===== src/rtl/dmpid_pkg.sv =====
package dmpid_pkg;

	localparam logic [1:0] CMD_COMPUTE = 2'd0;
	localparam logic [1:0] CMD_SET     = 2'd1;
	localparam logic [1:0] CMD_CLEAR   = 2'd2;

	localparam logic STS_OK        = 1'b0;
	localparam logic STS_BAD_MOTOR = 1'b1;

	localparam logic [2:0] REG_KP0       = 3'd0;
	localparam logic [2:0] REG_KI0       = 3'd1;
	localparam logic [2:0] REG_KD0       = 3'd2;
	localparam logic [2:0] REG_KP1       = 3'd3;
	localparam logic [2:0] REG_KI1       = 3'd4;
	localparam logic [2:0] REG_KD1       = 3'd5;
	localparam logic [2:0] REG_MAX_PULSE = 3'd6;

	localparam int GAIN_SETS = 2;
	localparam int SPEED_W   = 16;
	localparam int GAIN_W    = 16;
	localparam int PULSE_W   = 15;
	localparam int FRAC_W    = 8;
	localparam int ERR_W     = SPEED_W + 1;
	localparam int ACC_W     = PULSE_W + FRAC_W + 1;
	localparam int DRIVE_W   = ACC_W - FRAC_W;
	localparam int PA_W      = ERR_W + 1;
	localparam int DA_W      = ERR_W + 2;
	localparam int PP_W      = GAIN_W + PA_W;
	localparam int PI_W      = GAIN_W + ERR_W;
	localparam int PD_W      = GAIN_W + DA_W;
	localparam int SUM_W     = PD_W + 3;

	localparam logic [GAIN_W-1:0]  KP_RESET        = 16'd256;
	localparam logic [GAIN_W-1:0]  KI_RESET        = 16'd0;
	localparam logic [GAIN_W-1:0]  KD_RESET        = 16'd0;
	localparam logic [PULSE_W-1:0] MAX_PULSE_RESET = 15'd32767;

	typedef struct packed {
		logic [1:0]                cmd;
		logic [1:0]                motor_sel;
		logic signed [SPEED_W-1:0] measured_speed;
		logic signed [SPEED_W-1:0] new_target;
	} req_t;

	typedef struct packed {
		logic signed [DRIVE_W-1:0] drive;
		logic                      status;
	} rsp_t;

	typedef struct packed {
		logic [GAIN_SETS-1:0][GAIN_W-1:0] kp;
		logic [GAIN_SETS-1:0][GAIN_W-1:0] ki;
		logic [GAIN_SETS-1:0][GAIN_W-1:0] kd;
		logic [PULSE_W-1:0]               max_pulse;
	} cfg_t;

	typedef struct packed {
		logic signed [ACC_W-1:0] acc;
		logic signed [ERR_W-1:0] e1;
		logic signed [ERR_W-1:0] e2;
	} loop_ent_t;

	typedef struct packed {
		logic      wr;
		logic      clr;
		logic [1:0] sel;
		loop_ent_t data;
	} loop_op_t;

	typedef struct packed {
		logic                      en;
		logic                      all;
		logic [1:0]                sel;
		logic signed [SPEED_W-1:0] data;
	} tgt_op_t;

endpackage


===== src/rtl/dmpid_regs.sv =====
module dmpid_regs (
	input  logic                clk,
	input  logic                arst_n,
	input  logic                psel,
	input  logic                penable,
	input  logic                pwrite,
	input  logic [4:0]          paddr,
	input  logic [31:0]         pwdata,
	output logic [31:0]         prdata,
	output logic                pready,
	output dmpid_pkg::cfg_t     cfg
);

	dmpid_pkg::cfg_t cfg_q;
	logic            wr_en;
	logic [2:0]      reg_idx;

	assign pready  = 1'b1;
	assign wr_en   = psel && penable && pwrite && pready;
	assign reg_idx = paddr[4:2];
	assign cfg     = cfg_q;

	always_ff @(posedge clk or negedge arst_n) begin
		if (!arst_n) begin
			cfg_q.kp        <= {dmpid_pkg::KP_RESET, dmpid_pkg::KP_RESET};
			cfg_q.ki        <= {dmpid_pkg::KI_RESET, dmpid_pkg::KI_RESET};
			cfg_q.kd        <= {dmpid_pkg::KD_RESET, dmpid_pkg::KD_RESET};
			cfg_q.max_pulse <= dmpid_pkg::MAX_PULSE_RESET;
		end else if (wr_en) begin
			case (reg_idx)
				dmpid_pkg::REG_KP0:       cfg_q.kp[0]     <= pwdata[15:0];
				dmpid_pkg::REG_KI0:       cfg_q.ki[0]     <= pwdata[15:0];
				dmpid_pkg::REG_KD0:       cfg_q.kd[0]     <= pwdata[15:0];
				dmpid_pkg::REG_KP1:       cfg_q.kp[1]     <= pwdata[15:0];
				dmpid_pkg::REG_KI1:       cfg_q.ki[1]     <= pwdata[15:0];
				dmpid_pkg::REG_KD1:       cfg_q.kd[1]     <= pwdata[15:0];
				dmpid_pkg::REG_MAX_PULSE: cfg_q.max_pulse <= pwdata[14:0];
				default: ;
			endcase
		end
	end

	always_comb begin
		case (reg_idx)
			dmpid_pkg::REG_KP0:       prdata = 32'(cfg_q.kp[0]);
			dmpid_pkg::REG_KI0:       prdata = 32'(cfg_q.ki[0]);
			dmpid_pkg::REG_KD0:       prdata = 32'(cfg_q.kd[0]);
			dmpid_pkg::REG_KP1:       prdata = 32'(cfg_q.kp[1]);
			dmpid_pkg::REG_KI1:       prdata = 32'(cfg_q.ki[1]);
			dmpid_pkg::REG_KD1:       prdata = 32'(cfg_q.kd[1]);
			dmpid_pkg::REG_MAX_PULSE: prdata = 32'(cfg_q.max_pulse);
			default:                  prdata = 32'd0;
		endcase
	end

endmodule


===== src/rtl/dmpid_tgt_mem.sv =====
module dmpid_tgt_mem #(
	parameter int MOTORS = 2
) (
	input  logic                                 clk,
	input  logic                                 arst_n,
	input  logic                                 rd_en,
	input  logic [1:0]                           rd_sel,
	input  dmpid_pkg::tgt_op_t                   op,
	output logic signed [dmpid_pkg::SPEED_W-1:0] rd_data
);

	localparam int IDX_W = (MOTORS > 1) ? $clog2(MOTORS) : 1;

	// An entry without its valid bit follows the last target written to all motors.
	logic signed [dmpid_pkg::SPEED_W-1:0] mem_q [MOTORS];
	logic [MOTORS-1:0]                    vld_q;
	logic signed [dmpid_pkg::SPEED_W-1:0] bcast_q;
	logic signed [dmpid_pkg::SPEED_W-1:0] rd_data_q;
	logic signed [dmpid_pkg::SPEED_W-1:0] rd_bcast_q;
	logic                                 rd_vld_q;

	always_ff @(posedge clk) begin
		if (op.en && !op.all) begin
			mem_q[op.sel[IDX_W-1:0]] <= op.data;
		end
		if (rd_en) begin
			rd_data_q  <= mem_q[rd_sel[IDX_W-1:0]];
			rd_bcast_q <= bcast_q;
		end
	end

	always_ff @(posedge clk or negedge arst_n) begin
		if (!arst_n) begin
			vld_q    <= '0;
			bcast_q  <= '0;
			rd_vld_q <= 1'b0;
		end else begin
			if (rd_en) begin
				rd_vld_q <= vld_q[rd_sel[IDX_W-1:0]];
			end
			if (op.en) begin
				if (op.all) begin
					vld_q   <= '0;
					bcast_q <= op.data;
				end else begin
					vld_q[op.sel[IDX_W-1:0]] <= 1'b1;
				end
			end
		end
	end

	assign rd_data = rd_vld_q ? rd_data_q : rd_bcast_q;

endmodule


===== src/rtl/dmpid_loop_mem.sv =====
module dmpid_loop_mem #(
	parameter int MOTORS = 2
) (
	input  logic                  clk,
	input  logic                  arst_n,
	input  logic                  rd_en,
	input  logic [1:0]            rd_sel,
	input  dmpid_pkg::loop_op_t   op,
	output dmpid_pkg::loop_ent_t  rd_data
);

	localparam int         IDX_W   = (MOTORS > 1) ? $clog2(MOTORS) : 1;
	localparam logic [1:0] ALL_SEL = 2'(MOTORS);

	// A cleared entry reads as zero until the next compute writes it.
	dmpid_pkg::loop_ent_t mem_q [MOTORS];
	logic [MOTORS-1:0]    vld_q;
	dmpid_pkg::loop_ent_t rd_data_q;
	logic                 rd_vld_q;

	always_ff @(posedge clk) begin
		if (op.wr) begin
			mem_q[op.sel[IDX_W-1:0]] <= op.data;
		end
		if (rd_en) begin
			rd_data_q <= mem_q[rd_sel[IDX_W-1:0]];
		end
	end

	always_ff @(posedge clk or negedge arst_n) begin
		if (!arst_n) begin
			vld_q    <= '0;
			rd_vld_q <= 1'b0;
		end else begin
			if (rd_en) begin
				rd_vld_q <= vld_q[rd_sel[IDX_W-1:0]];
			end
			if (op.wr) begin
				vld_q[op.sel[IDX_W-1:0]] <= 1'b1;
			end else if (op.clr) begin
				if (op.sel == ALL_SEL) begin
					vld_q <= '0;
				end else begin
					vld_q[op.sel[IDX_W-1:0]] <= 1'b0;
				end
			end
		end
	end

	assign rd_data = rd_vld_q ? rd_data_q : '0;

endmodule


===== src/rtl/dual_motor_incremental_pid.sv =====
// Two-motor incremental PID speed controller. A compute request forms the speed error for
// the selected motor and adds Kp*(e-e1) + Ki*e + Kd*(e-2*e1+e2) to that motor's drive
// accumulator, which is clamped to plus or minus max_pulse; the response carries the
// integer part of the clamped value, or status 1 and drive 0 for a bad motor index.
// Set-target and clear requests act on one motor or, with motor_sel equal to the motor
// count, on all of them, and answer with drive 0. One request is accepted every clock
// unless the response stalls; it passes the synchronous read of the per-motor state memory
// and the three gain multiplies, then accumulate, clamp and write-back, into a registered
// response. Back-to-back requests to the same motor are served by forwarding from the
// write-back stage. A stalled response holds the whole pipeline. The user must write gains
// and the limit over the APB port only while no request is in flight; it is not enforced.
module dual_motor_incremental_pid #(
	parameter int MOTORS = 2
) (
	input  logic             clk,
	input  logic             arst_n,
	input  logic             req_valid,
	output logic             req_stall,
	input  dmpid_pkg::req_t  req,
	output logic             rsp_valid,
	input  logic             rsp_stall,
	output dmpid_pkg::rsp_t  rsp,
	input  logic             psel,
	input  logic             penable,
	input  logic             pwrite,
	input  logic [4:0]       paddr,
	input  logic [31:0]      pwdata,
	output logic [31:0]      prdata,
	output logic             pready
);

	localparam int         IDX_W   = (MOTORS > 1) ? $clog2(MOTORS) : 1;
	localparam logic [1:0] ALL_SEL = 2'(MOTORS);

	function automatic logic op_hits(input dmpid_pkg::loop_op_t op, input logic [1:0] sel);
		op_hits = (op.wr && op.sel == sel) ||
			(op.clr && (op.sel == sel || op.sel == ALL_SEL));
	endfunction

	dmpid_pkg::cfg_t      cfg;
	dmpid_pkg::tgt_op_t   tgt_op;
	dmpid_pkg::loop_op_t  loop_op;
	dmpid_pkg::loop_op_t  op_s2;
	dmpid_pkg::loop_op_t  wb_q;
	dmpid_pkg::loop_ent_t loop_rd;
	dmpid_pkg::loop_ent_t ent;
	dmpid_pkg::rsp_t      rsp_q;
	logic                 rsp_valid_q;
	logic                 adv;

	logic signed [dmpid_pkg::SPEED_W-1:0] tgt_rd;

	dmpid_pkg::req_t req_s1;
	logic            v_s1;
	logic            comp_s1;
	logic            bad_s1;
	logic [IDX_W-1:0] idx_s1;
	logic signed [dmpid_pkg::GAIN_W-1:0] kp_sel;
	logic signed [dmpid_pkg::GAIN_W-1:0] ki_sel;
	logic signed [dmpid_pkg::GAIN_W-1:0] kd_sel;
	logic signed [dmpid_pkg::ERR_W-1:0]  err;
	logic signed [dmpid_pkg::PA_W-1:0]   p_arg;
	logic signed [dmpid_pkg::DA_W-1:0]   d_arg;
	logic signed [dmpid_pkg::PP_W-1:0]   p_prod;
	logic signed [dmpid_pkg::PI_W-1:0]   i_prod;
	logic signed [dmpid_pkg::PD_W-1:0]   d_prod;

	logic                                v_s2;
	logic [1:0]                          cmd_s2;
	logic [1:0]                          sel_s2;
	logic                                comp_s2;
	logic                                bad_s2;
	logic signed [dmpid_pkg::PP_W-1:0]   pk_s2;
	logic signed [dmpid_pkg::PI_W-1:0]   ik_s2;
	logic signed [dmpid_pkg::PD_W-1:0]   dk_s2;
	logic signed [dmpid_pkg::ERR_W-1:0]  err_s2;
	logic signed [dmpid_pkg::ERR_W-1:0]  err1_s2;
	logic signed [dmpid_pkg::ACC_W-1:0]  acc_s2;
	logic signed [dmpid_pkg::SUM_W-1:0]  acc_sum;
	logic signed [dmpid_pkg::SUM_W-1:0]  lim;
	logic signed [dmpid_pkg::SUM_W-1:0]  acc_clamp;
	logic signed [dmpid_pkg::ACC_W-1:0]  acc_new;
	logic signed [dmpid_pkg::ACC_W-1:0]  acc_bias;

	assign adv       = !(rsp_valid_q && rsp_stall);
	assign req_stall = !adv;
	assign rsp_valid = rsp_valid_q;
	assign rsp       = rsp_q;

	dmpid_regs u_regs (
		.clk     (clk),
		.arst_n  (arst_n),
		.psel    (psel),
		.penable (penable),
		.pwrite  (pwrite),
		.paddr   (paddr),
		.pwdata  (pwdata),
		.prdata  (prdata),
		.pready  (pready),
		.cfg     (cfg)
	);

	always_comb begin
		tgt_op.en   = req_valid && adv && req.cmd == dmpid_pkg::CMD_SET &&
			req.motor_sel <= ALL_SEL;
		tgt_op.all  = req.motor_sel == ALL_SEL;
		tgt_op.sel  = req.motor_sel;
		tgt_op.data = req.new_target;
	end

	dmpid_tgt_mem #(
		.MOTORS (MOTORS)
	) u_tgt_mem (
		.clk     (clk),
		.arst_n  (arst_n),
		.rd_en   (adv),
		.rd_sel  (req.motor_sel),
		.op      (tgt_op),
		.rd_data (tgt_rd)
	);

	dmpid_loop_mem #(
		.MOTORS (MOTORS)
	) u_loop_mem (
		.clk     (clk),
		.arst_n  (arst_n),
		.rd_en   (adv),
		.rd_sel  (req.motor_sel),
		.op      (loop_op),
		.rd_data (loop_rd)
	);

	// Stage 1: resolve the history against the two writes the read missed; form the products.
	assign comp_s1 = req_s1.cmd == dmpid_pkg::CMD_COMPUTE && req_s1.motor_sel < ALL_SEL;
	assign bad_s1  = req_s1.cmd == dmpid_pkg::CMD_COMPUTE && req_s1.motor_sel >= ALL_SEL;
	assign idx_s1  = req_s1.motor_sel[IDX_W-1:0];

	always_comb begin
		if (op_hits(op_s2, req_s1.motor_sel)) begin
			ent = op_s2.wr ? op_s2.data : '0;
		end else if (op_hits(wb_q, req_s1.motor_sel)) begin
			ent = wb_q.wr ? wb_q.data : '0;
		end else begin
			ent = loop_rd;
		end
	end

	assign kp_sel = cfg.kp[idx_s1];
	assign ki_sel = cfg.ki[idx_s1];
	assign kd_sel = cfg.kd[idx_s1];

	assign err    = dmpid_pkg::ERR_W'(tgt_rd) - dmpid_pkg::ERR_W'(req_s1.measured_speed);
	assign p_arg  = dmpid_pkg::PA_W'(err) - dmpid_pkg::PA_W'(ent.e1);
	assign d_arg  = dmpid_pkg::DA_W'(err) - (dmpid_pkg::DA_W'(ent.e1) <<< 1) +
		dmpid_pkg::DA_W'(ent.e2);
	assign p_prod = kp_sel * p_arg;
	assign i_prod = ki_sel * err;
	assign d_prod = kd_sel * d_arg;

	// Stage 2: accumulate, clamp and write back.
	assign acc_sum = dmpid_pkg::SUM_W'(acc_s2) + dmpid_pkg::SUM_W'(pk_s2) +
		dmpid_pkg::SUM_W'(ik_s2) + dmpid_pkg::SUM_W'(dk_s2);
	assign lim     = dmpid_pkg::SUM_W'({cfg.max_pulse, dmpid_pkg::FRAC_W'(0)});

	always_comb begin
		if (acc_sum > lim) begin
			acc_clamp = lim;
		end else if (acc_sum < -lim) begin
			acc_clamp = -lim;
		end else begin
			acc_clamp = acc_sum;
		end
	end

	assign acc_new  = dmpid_pkg::ACC_W'(acc_clamp);
	assign acc_bias = acc_new + (acc_new[dmpid_pkg::ACC_W-1] ?
		dmpid_pkg::ACC_W'((1 << dmpid_pkg::FRAC_W) - 1) : dmpid_pkg::ACC_W'(0));

	always_comb begin
		op_s2.wr       = v_s2 && comp_s2;
		op_s2.clr      = v_s2 && cmd_s2 == dmpid_pkg::CMD_CLEAR && sel_s2 <= ALL_SEL;
		op_s2.sel      = sel_s2;
		op_s2.data.acc = acc_new;
		op_s2.data.e1  = err_s2;
		op_s2.data.e2  = err1_s2;
		loop_op        = op_s2;
		loop_op.wr     = op_s2.wr && adv;
		loop_op.clr    = op_s2.clr && adv;
	end

	always_ff @(posedge clk) begin
		if (adv) begin
			req_s1  <= req;
			cmd_s2  <= req_s1.cmd;
			sel_s2  <= req_s1.motor_sel;
			pk_s2   <= p_prod;
			ik_s2   <= i_prod;
			dk_s2   <= d_prod;
			err_s2  <= err;
			err1_s2 <= ent.e1;
			acc_s2  <= ent.acc;
		end
	end

	always_ff @(posedge clk or negedge arst_n) begin
		if (!arst_n) begin
			v_s1        <= 1'b0;
			v_s2        <= 1'b0;
			comp_s2     <= 1'b0;
			bad_s2      <= 1'b0;
			wb_q        <= '0;
			rsp_valid_q <= 1'b0;
			rsp_q       <= '0;
		end else if (adv) begin
			v_s1          <= req_valid;
			v_s2          <= v_s1;
			comp_s2       <= comp_s1;
			bad_s2        <= bad_s1;
			wb_q          <= op_s2;
			rsp_valid_q   <= v_s2;
			rsp_q.drive   <= comp_s2 ? acc_bias[dmpid_pkg::ACC_W-1:dmpid_pkg::FRAC_W] : '0;
			rsp_q.status  <= bad_s2 ? dmpid_pkg::STS_BAD_MOTOR : dmpid_pkg::STS_OK;
		end
	end

	a_bad_motor_zero_drive: assert property (@(posedge clk) disable iff (!arst_n)
		(rsp_valid_q && rsp_q.status == dmpid_pkg::STS_BAD_MOTOR) |-> rsp_q.drive == '0)
		else $error("bad motor response carries a nonzero drive");

	a_drive_within_limit: assert property (@(posedge clk) disable iff (!arst_n)
		rsp_valid_q |->
			(17'(rsp_q.drive) <= $signed({2'b00, cfg.max_pulse}) &&
			 17'(rsp_q.drive) >= -$signed({2'b00, cfg.max_pulse})))
		else $error("drive outside the configured limit");

	a_history_forwarded: assert property (@(posedge clk) disable iff (!arst_n)
		(adv && v_s1 && comp_s1 && v_s2 && comp_s2 && req_s1.motor_sel == sel_s2) |=>
			err1_s2 == $past(err_s2))
		else $error("error history not forwarded between back-to-back computes");

endmodule

===== config.mk =====
export PLATFORM = sky130hd
export DESIGN_NAME = dual_motor_incremental_pid
export DESIGN_NICKNAME = d
export VERILOG_FILES = /design/src/rtl/dmpid_pkg.sv /design/src/rtl/dmpid_regs.sv /design/src/rtl/dmpid_tgt_mem.sv /design/src/rtl/dmpid_loop_mem.sv /design/src/rtl/dual_motor_incremental_pid.sv
export SDC_FILE = /design/constraint.sdc
export NUM_CORES = 2
export LEC_CHECK = 0
export BUFFER_PORTS_ARGS = -buffer_cell sky130_fd_sc_hd__buf_2
export CAP_MARGIN = 0
export CORE_MARGIN = 2
export CORE_UTILIZATION = 50
export CTS_CLUSTER_SIZE = 28
export DETAILED_ROUTE_END_ITERATION = 7
export HOLD_SLACK_MARGIN = 0.02
export PLACE_DENSITY = 0.68
export SLEW_MARGIN = 20
export SYNTH_ARGS = -nofsm -noshare
export SYNTH_HDL_FRONTEND = slang
export SYNTH_SLANG_ARGS = --single-unit

===== constraint.sdc =====
create_clock -name clk -period 13.8 [get_ports clk]
set_input_delay 1.38 -clock clk [delete_from_list [all_inputs] [get_ports clk]]
set_output_delay 1.38 -clock clk [all_outputs]
set_load 0.05 [all_outputs]

### Word-level counts from Yosys, hierarchy flattened

Memories as Yosys holds them, arrays and structs flattened. A register that Yosys moved wholly into a read port is not among the register bits.
Index checks and enable logic that the tools add are counted.

* register bits: 417
* memory bits (writable): 148
* input bits: 80
* output and inout bits: 52
* logic and storage cells: 152
* memories: 2

* add/sub/neg operators: 9
* multipliers: 3
* $lt $le $gt $ge: 11
* eq/ne operators: 13
* mux-type cells: 34
* bitwise gates (word level): 4
* reductions and logical operators: 39

Memory list
* u_loop_mem.mem_q: depth 2, width 58, read ports 1, clocked after Yosys merged registers in 1, wr ports 1, RTL line dmpid_loop_mem.sv:16 `dmpid_pkg::loop_ent_t mem_q [MOTORS];`
* u_tgt_mem.mem_q: depth 2, width 16, read ports 1, clocked after Yosys merged registers in 1, wr ports 1, RTL line dmpid_tgt_mem.sv:15 `logic signed [dmpid_pkg::SPEED_W-1:0] mem_q [MOTORS];`

Operators with widths (count)
* $mux W58: 5
* $mux W16: 8
* $pmux W16 S7: 1
* $mux W24: 2
* $lt A37 B38 Y1: 1
* $neg A23 Y38: 1
* $add A36 B35 Y37: 1
* $gt A37 B24 Y1: 1
* $add A35 B33 Y36: 1
* $add A24 B34 Y35: 1
* $mul A16 B19 Y35: 1
* $mul A16 B18 Y34: 1
* $mul A16 B17 Y33: 1
* $add A24 B9 Y24: 1
* $logic_and A1 B1 Y1: 20
* $add A19 B17 Y19: 1
* $sub A17 B18 Y19: 1
* $sub A17 B17 Y18: 1
* $sub A16 B16 Y17: 1
* $reduce_and A2 Y1: 8
* $mux W1: 11
* $eq A3 B3 Y1 const B: 3
* $eq A2 B2 Y1 const B: 4
* $mux W2: 4
* other kinds (19): 33

### Longest topological paths before layout

* word-level depth: 11
* depth in mapped cells: 54
* mapped depth without buffers: 50

### By module

Synthesis repeated with hierarchy kept, for this count alone.

* cells, all modules: 6216
* area total of the unflattened synthesis: 65267.6 µm²

Modules (own cells, without submodules)
* dual_motor_incremental_pid: instances 1, cells each 5368, area each 50357.0 µm², seq. area each 7627.3 µm²
* dmpid_loop_mem: instances 1, cells each 316, area each 6502.5 µm², seq. area each 5300.1 µm²
* dmpid_regs: instances 1, cells each 386, area each 5330.1 µm², seq. area each 2798.9 µm²
* dmpid_tgt_mem: instances 1, cells each 146, area each 3078.0 µm², seq. area each 2397.3 µm²

### Worst setup path after synthesis

Ideal clock, no wire load.

* path type: reg2reg
* start: register u_tgt_mem.rd_vld_q
* end: register dk_s2[34] (netlist name), data pin
* setup time: 0.260 ns
* arrival time: 11.964 ns
* required time: 13.540 ns
* setup slack: 1.576 ns
* stages on the path, launching flop included: 50
* buffers on the path: 2
* period minus slack after synthesis: 12.224 ns
* path through: dfrtp_1 clkbuf_1 clkbuf_1 mux2i_1 ha_1 inv_1 fa_1 xnor2_1 clkinv_1 fa_1 ha_1 o21ai_0 a21oi_1 o21ai_0 a21boi_0 o21ai_0 a21boi_0 o21ai_0 (+14 left out) fa_1 inv_1 fa_1 inv_1 ha_1 o21ai_0 nand2b_1 nand4_1 o21ai_0 a21oi_1 o21ai_0 o211ai_1 a311oi_1 o21ai_0 nand2b_1 a21o_1 a21oi_1 xnor2_1

* longest elaborated chain between the ends: 5

Ends and longest elaborated chain
* from (decl): RTL line dmpid_tgt_mem.sv:20 `logic rd_vld_q;`
* from (signal assigned): RTL line dmpid_tgt_mem.sv:39 `rd_vld_q <= vld_q[rd_sel[IDX_W-1:0]];`
* $mux W16: RTL line dmpid_tgt_mem.sv:52 `assign rd_data = rd_vld_q ? rd_data_q : rd_bcast_q;`
* $sub A16 B16 Y17: RTL line dual_motor_incremental_pid.sv:152 `assign err = dmpid_pkg::ERR_W'(tgt_rd) - dmpid_pkg::ERR_W'(req_s1.measured_speed);`
* named net err, one bit: RTL line dual_motor_incremental_pid.sv:61 `logic signed [dmpid_pkg::ERR_W-1:0] err;`
* $sub A17 B18 Y19: RTL line dual_motor_incremental_pid.sv:154 `assign d_arg = dmpid_pkg::DA_W'(err) - (dmpid_pkg::DA_W'(ent.e1) <<< 1) +`
* $add A19 B17 Y19: RTL line dual_motor_incremental_pid.sv:154
* $mul A16 B19 Y35: RTL line dual_motor_incremental_pid.sv:158 `assign d_prod = kd_sel * d_arg;`
* named net d_prod, one bit: RTL line dual_motor_incremental_pid.sv:66 `logic signed [dmpid_pkg::PD_W-1:0] d_prod;`
* to (signal assigned): RTL line dual_motor_incremental_pid.sv:198 `dk_s2 <= d_prod;`
* to (decl): RTL line dual_motor_incremental_pid.sv:75 `logic signed [dmpid_pkg::PD_W-1:0] dk_s2;`

The timed path passes the listed nets, and every way through them passes these cells.
A chain may end at the register's enable or synchronous reset.

### Worst setup path after layout

Ends and elaborated chain as after synthesis.

==> flow_metrics.tcl <==
set metrics [dict create \
    startpoint_type "register" \
    synth_top_area_cell "fa_1" \
    ys_ff_latch 639 \
    crit_start "u_tgt_mem.rd_vld_q$_DFFE_PN0N_" \
    port_buffers 96 \
    finalCritPeriodShare_pct 93.52 \
    area_delta_synth_final_pct 8.193 \
    grt_pass1_vias 48060 \
    ff2ff_path_depth 55 \
    hold_viol_final 0 \
    ys_warn_count 0 \
    wl_per_cell_um 22.69 \
    critPathMaxFanout 13 \
    wl_um 185900 \
    end_kind "register" \
    antenna_left 0 \
    yosysTopAreaCellShare_pct 29.45 \
    filler_cell_count 11260 \
    r2r-end "dk_s2[34]$_DFFE_PN_" \
    hold_path.class "reg -> reg" \
    clkTransAtPathRegs_ns 0.06 \
    drc 0 \
    vias 46570 \
    synth_seq_area_share_pct 27.98 \
    drv_cap 0 \
    vias_per_cell 5.684 \
    rows 132 \
    clock-sinks 639 \
    antenna_found_initial 27 \
    synth-edff-count 422 \
    nets 7820 \
    tightest_slew_ns 1.166 \
    ys_types 95 \
    routabilityCongestion 1.015 \
    track_usage_pct 29.02 \
    worst-setup-path-type "reg -> reg" \
    slowest_stage "fa_1" \
    fin_util_pct 54.34 \
    grt_max_degree 120 \
    cts_tree "yes" \
    clockBufferDepth 3 \
    fmaxAchievable_mhz 77.48 \
    hold_depth 0 \
    dpl.hpwl_um 146100 \
    cts_buffers 70 \
    drtPass1Iterations 6 \
    h-tree-depth 3 \
    rr_startpoint "u_tgt_mem.rd_vld_q$_DFFE_PN0N_" \
    min_to "u_tgt_mem.rd_bcast_q[11]$_DFFE_PN_" \
    synthCells 6299 \
    drtIter0Drc 4721 \
    clock_skew_ns 0.04159 \
    slowest_delay_ns 0.55 \
    cts_root_buf "clkbuf_16" \
    cp.arrival_ns 13.29 \
    synthArstFlopShare_pct 33.96 \
    finalSetupViolCount 0 \
    ios 132 \
    multi_input_area_um2 41690 \
    synth_area_leaders "fa_1 29%, edfxtp_1 20%, dfrtp_1 7.7%" \
    worstHoldStart "u_tgt_mem.bcast_q[11]$_DFFE_PN0P_" \
    die_area_um2 132500 \
    rrSetupSlack_ns 0.89 \
    syn-cell-area_um2 64780 \
    fp.dieH_um 364.0 \
    status "finished, final reports clean" \
    dieWidth_um 364.0 \
    start_util_pct 50.22 \
    clk_latency_ns 0.66 \
    cp_data_required_time_ns 14.18 \
    avgSynthCellArea_um2 10.28 \
    grt_pass1_wl_um 288500 \
    period_minus_slack_ns 12.91 \
    core-area_um2 129000 \
    gr-total-overflow 0 \
    relSlewSlack_pct 21.74 \
    ys.flop_type "edfxtp_1" \
    drive_gt1_share_pct 10.86 \
    maxSlewViolCount 0 \
    ff_latch_area_um2 18120 \
]
logic make-up after synthesis:
kind of cell    share of synthesized area [%]
mux                                     5.574
other cells                           0.01159
xor+xnor                                2.650
fa+ha+maj                               37.16
flops                                   27.98
simple gates                            11.11
compound gates                          7.490
buf+inv                                 8.031
cell usage in the layout (no fill, tap or decap), types with 28 or more instances in the layout:
cell type / n
a31oi_1: 44
edfxtp_1: 422
mux2i_1: 53
o21ai_0: 163
fa_1: 953
a21oi_1: 165
ha_1: 399
a21o_1: 59
inv_1: 1121
nand2_1: 792
clkbuf_16: 71
a22oi_1: 48
buf_4: 142
nor3_1: 69
mux2_2: 248
dfrtp_1: 200
o22ai_1: 31
or2_2: 28
nor2b_1: 36
buf_2: 94
and2_1: 49
xor2_1: 44
nor2_1: 512
nand2b_1: 47
xnor2_1: 151
nand3_1: 41
metal layers:
metal,routed length [um],global-route usage (%)
met5,151,0
met4,9687,12.63
met3,17380,5.971
met2,82420,44.24
met1,76220,40.33
critical path: cells and delay by family (launching register included):
family	cells	cell delay [ns]
adders and majority gates	11	4.78
buffers and inverters	14	2.08
AOI/OAI and AO/OA	23	4.20
xor gates and xnor gates	3	0.43
muxes	1	0.23
DFF	1	0.46
and+or+nand+nor	3	0.43
layout make-up:
type                            instances  area share [%]
Antenna cell                            7         0.02499
Clock buffer                          104           2.854
Clock inverter                         24          0.3677
Inverter                             1129           6.050
Multi-Input combinational cell       4309           59.48
Sequential cell                       639           25.86
Tap cell                             1742           3.110
Timing Repair Buffer                  239           2.258
Yosys cell counts, drive strengths merged, types with 7 or more instances:
cell type / instances
mux2i: 66
nor4: 7
o22ai: 31
a21o: 59
xor2: 45
nor2: 514
a21boi: 32
a22oi: 48
mux2: 248
buf: 32
nand4: 20
dfrtp: 200
or3: 19
a311oi: 13
edfxtp: 422
a221oi: 20
o211ai: 13
nand3: 42
dfstp: 17
o31ai: 11
nand2: 794
nor3: 76
nor2b: 37
and3: 18
mux4: 7
and2: 51
a21oi: 169
a31oi: 45
clkbuf: 205
o21bai: 21
a211oi: 16
nand2b: 47
o21a: 23
inv: 1123
xnor2: 151
o21ai: 169
fa: 953
or2: 30
ha: 399
worst max-delay path by stage:
stage                                      to  cells after the start
after floorplan           dk_s2[34]$_DFFE_PN_                     49
final                     dk_s2[34]$_DFFE_PN_                     55
after CTS                 dk_s2[34]$_DFFE_PN_                     54
after detailed placement  dk_s2[34]$_DFFE_PN_                     54
after global placement    dk_s2[34]$_DFFE_PN_                     55
after global routing      dk_s2[34]$_DFFE_PN_                     52
flip-flops by register name, indices dropped and copies added, names as in the netlist, 2 cells and up, named ones only:
| signal | count |
|---|---|
| err1_s2 | 17 |
| wb_q | 62 |
| u_tgt_mem.rd_bcast_q | 16 |
| pk_s2 | 34 |
| u_regs.cfg | 111 |
| dk_s2 | 35 |
| u_tgt_mem.rd_data_q | 16 |
| cmd_s2 | 2 |
| u_tgt_mem.bcast_q | 16 |
| u_tgt_mem.mem_q | 32 |
| sel_s2 | 2 |
| u_loop_mem.mem_q | 116 |
| u_loop_mem.rd_data_q | 58 |
| acc_s2 | 24 |
| ik_s2 | 33 |
| u_loop_mem.vld_q | 2 |
| req_s1 | 19 |
| err_s2 | 17 |
| rsp | 17 |
stage by stage:
stage / cells / cell area (um^2) / setup slack (ns) / TNS (ns) / hold WS [ns]
6_report: 8193 / 70090 / 0.8940 / 0 / 0.4441
5_1_grt: 8187 / 70070 / -0.04232 / -0.04232 / 0.4499
4_1_cts: 8184 / 70040 / 0.8677 / 0 / 0.4438
3_5_place_dp: 8056 / 67780 / 0.9687 / 0 / 0.4303
3_3_place_gp: 8056 / 67770 / 1.199 / 0 / 0.4243
2_1_floorplan: 6314 / 64840 / 1.576 / 0 / 0.4211
repair_timing:
action                     CTS  global route
buffers inserted             0             2
resized for setup            0             5
setup endpoints to repair    0             3
hold buffers                 0             0
Power is left out: the tool's default activity adds up to more than one toggle a clock period on the data nets, which glitch-free logic cannot reach.
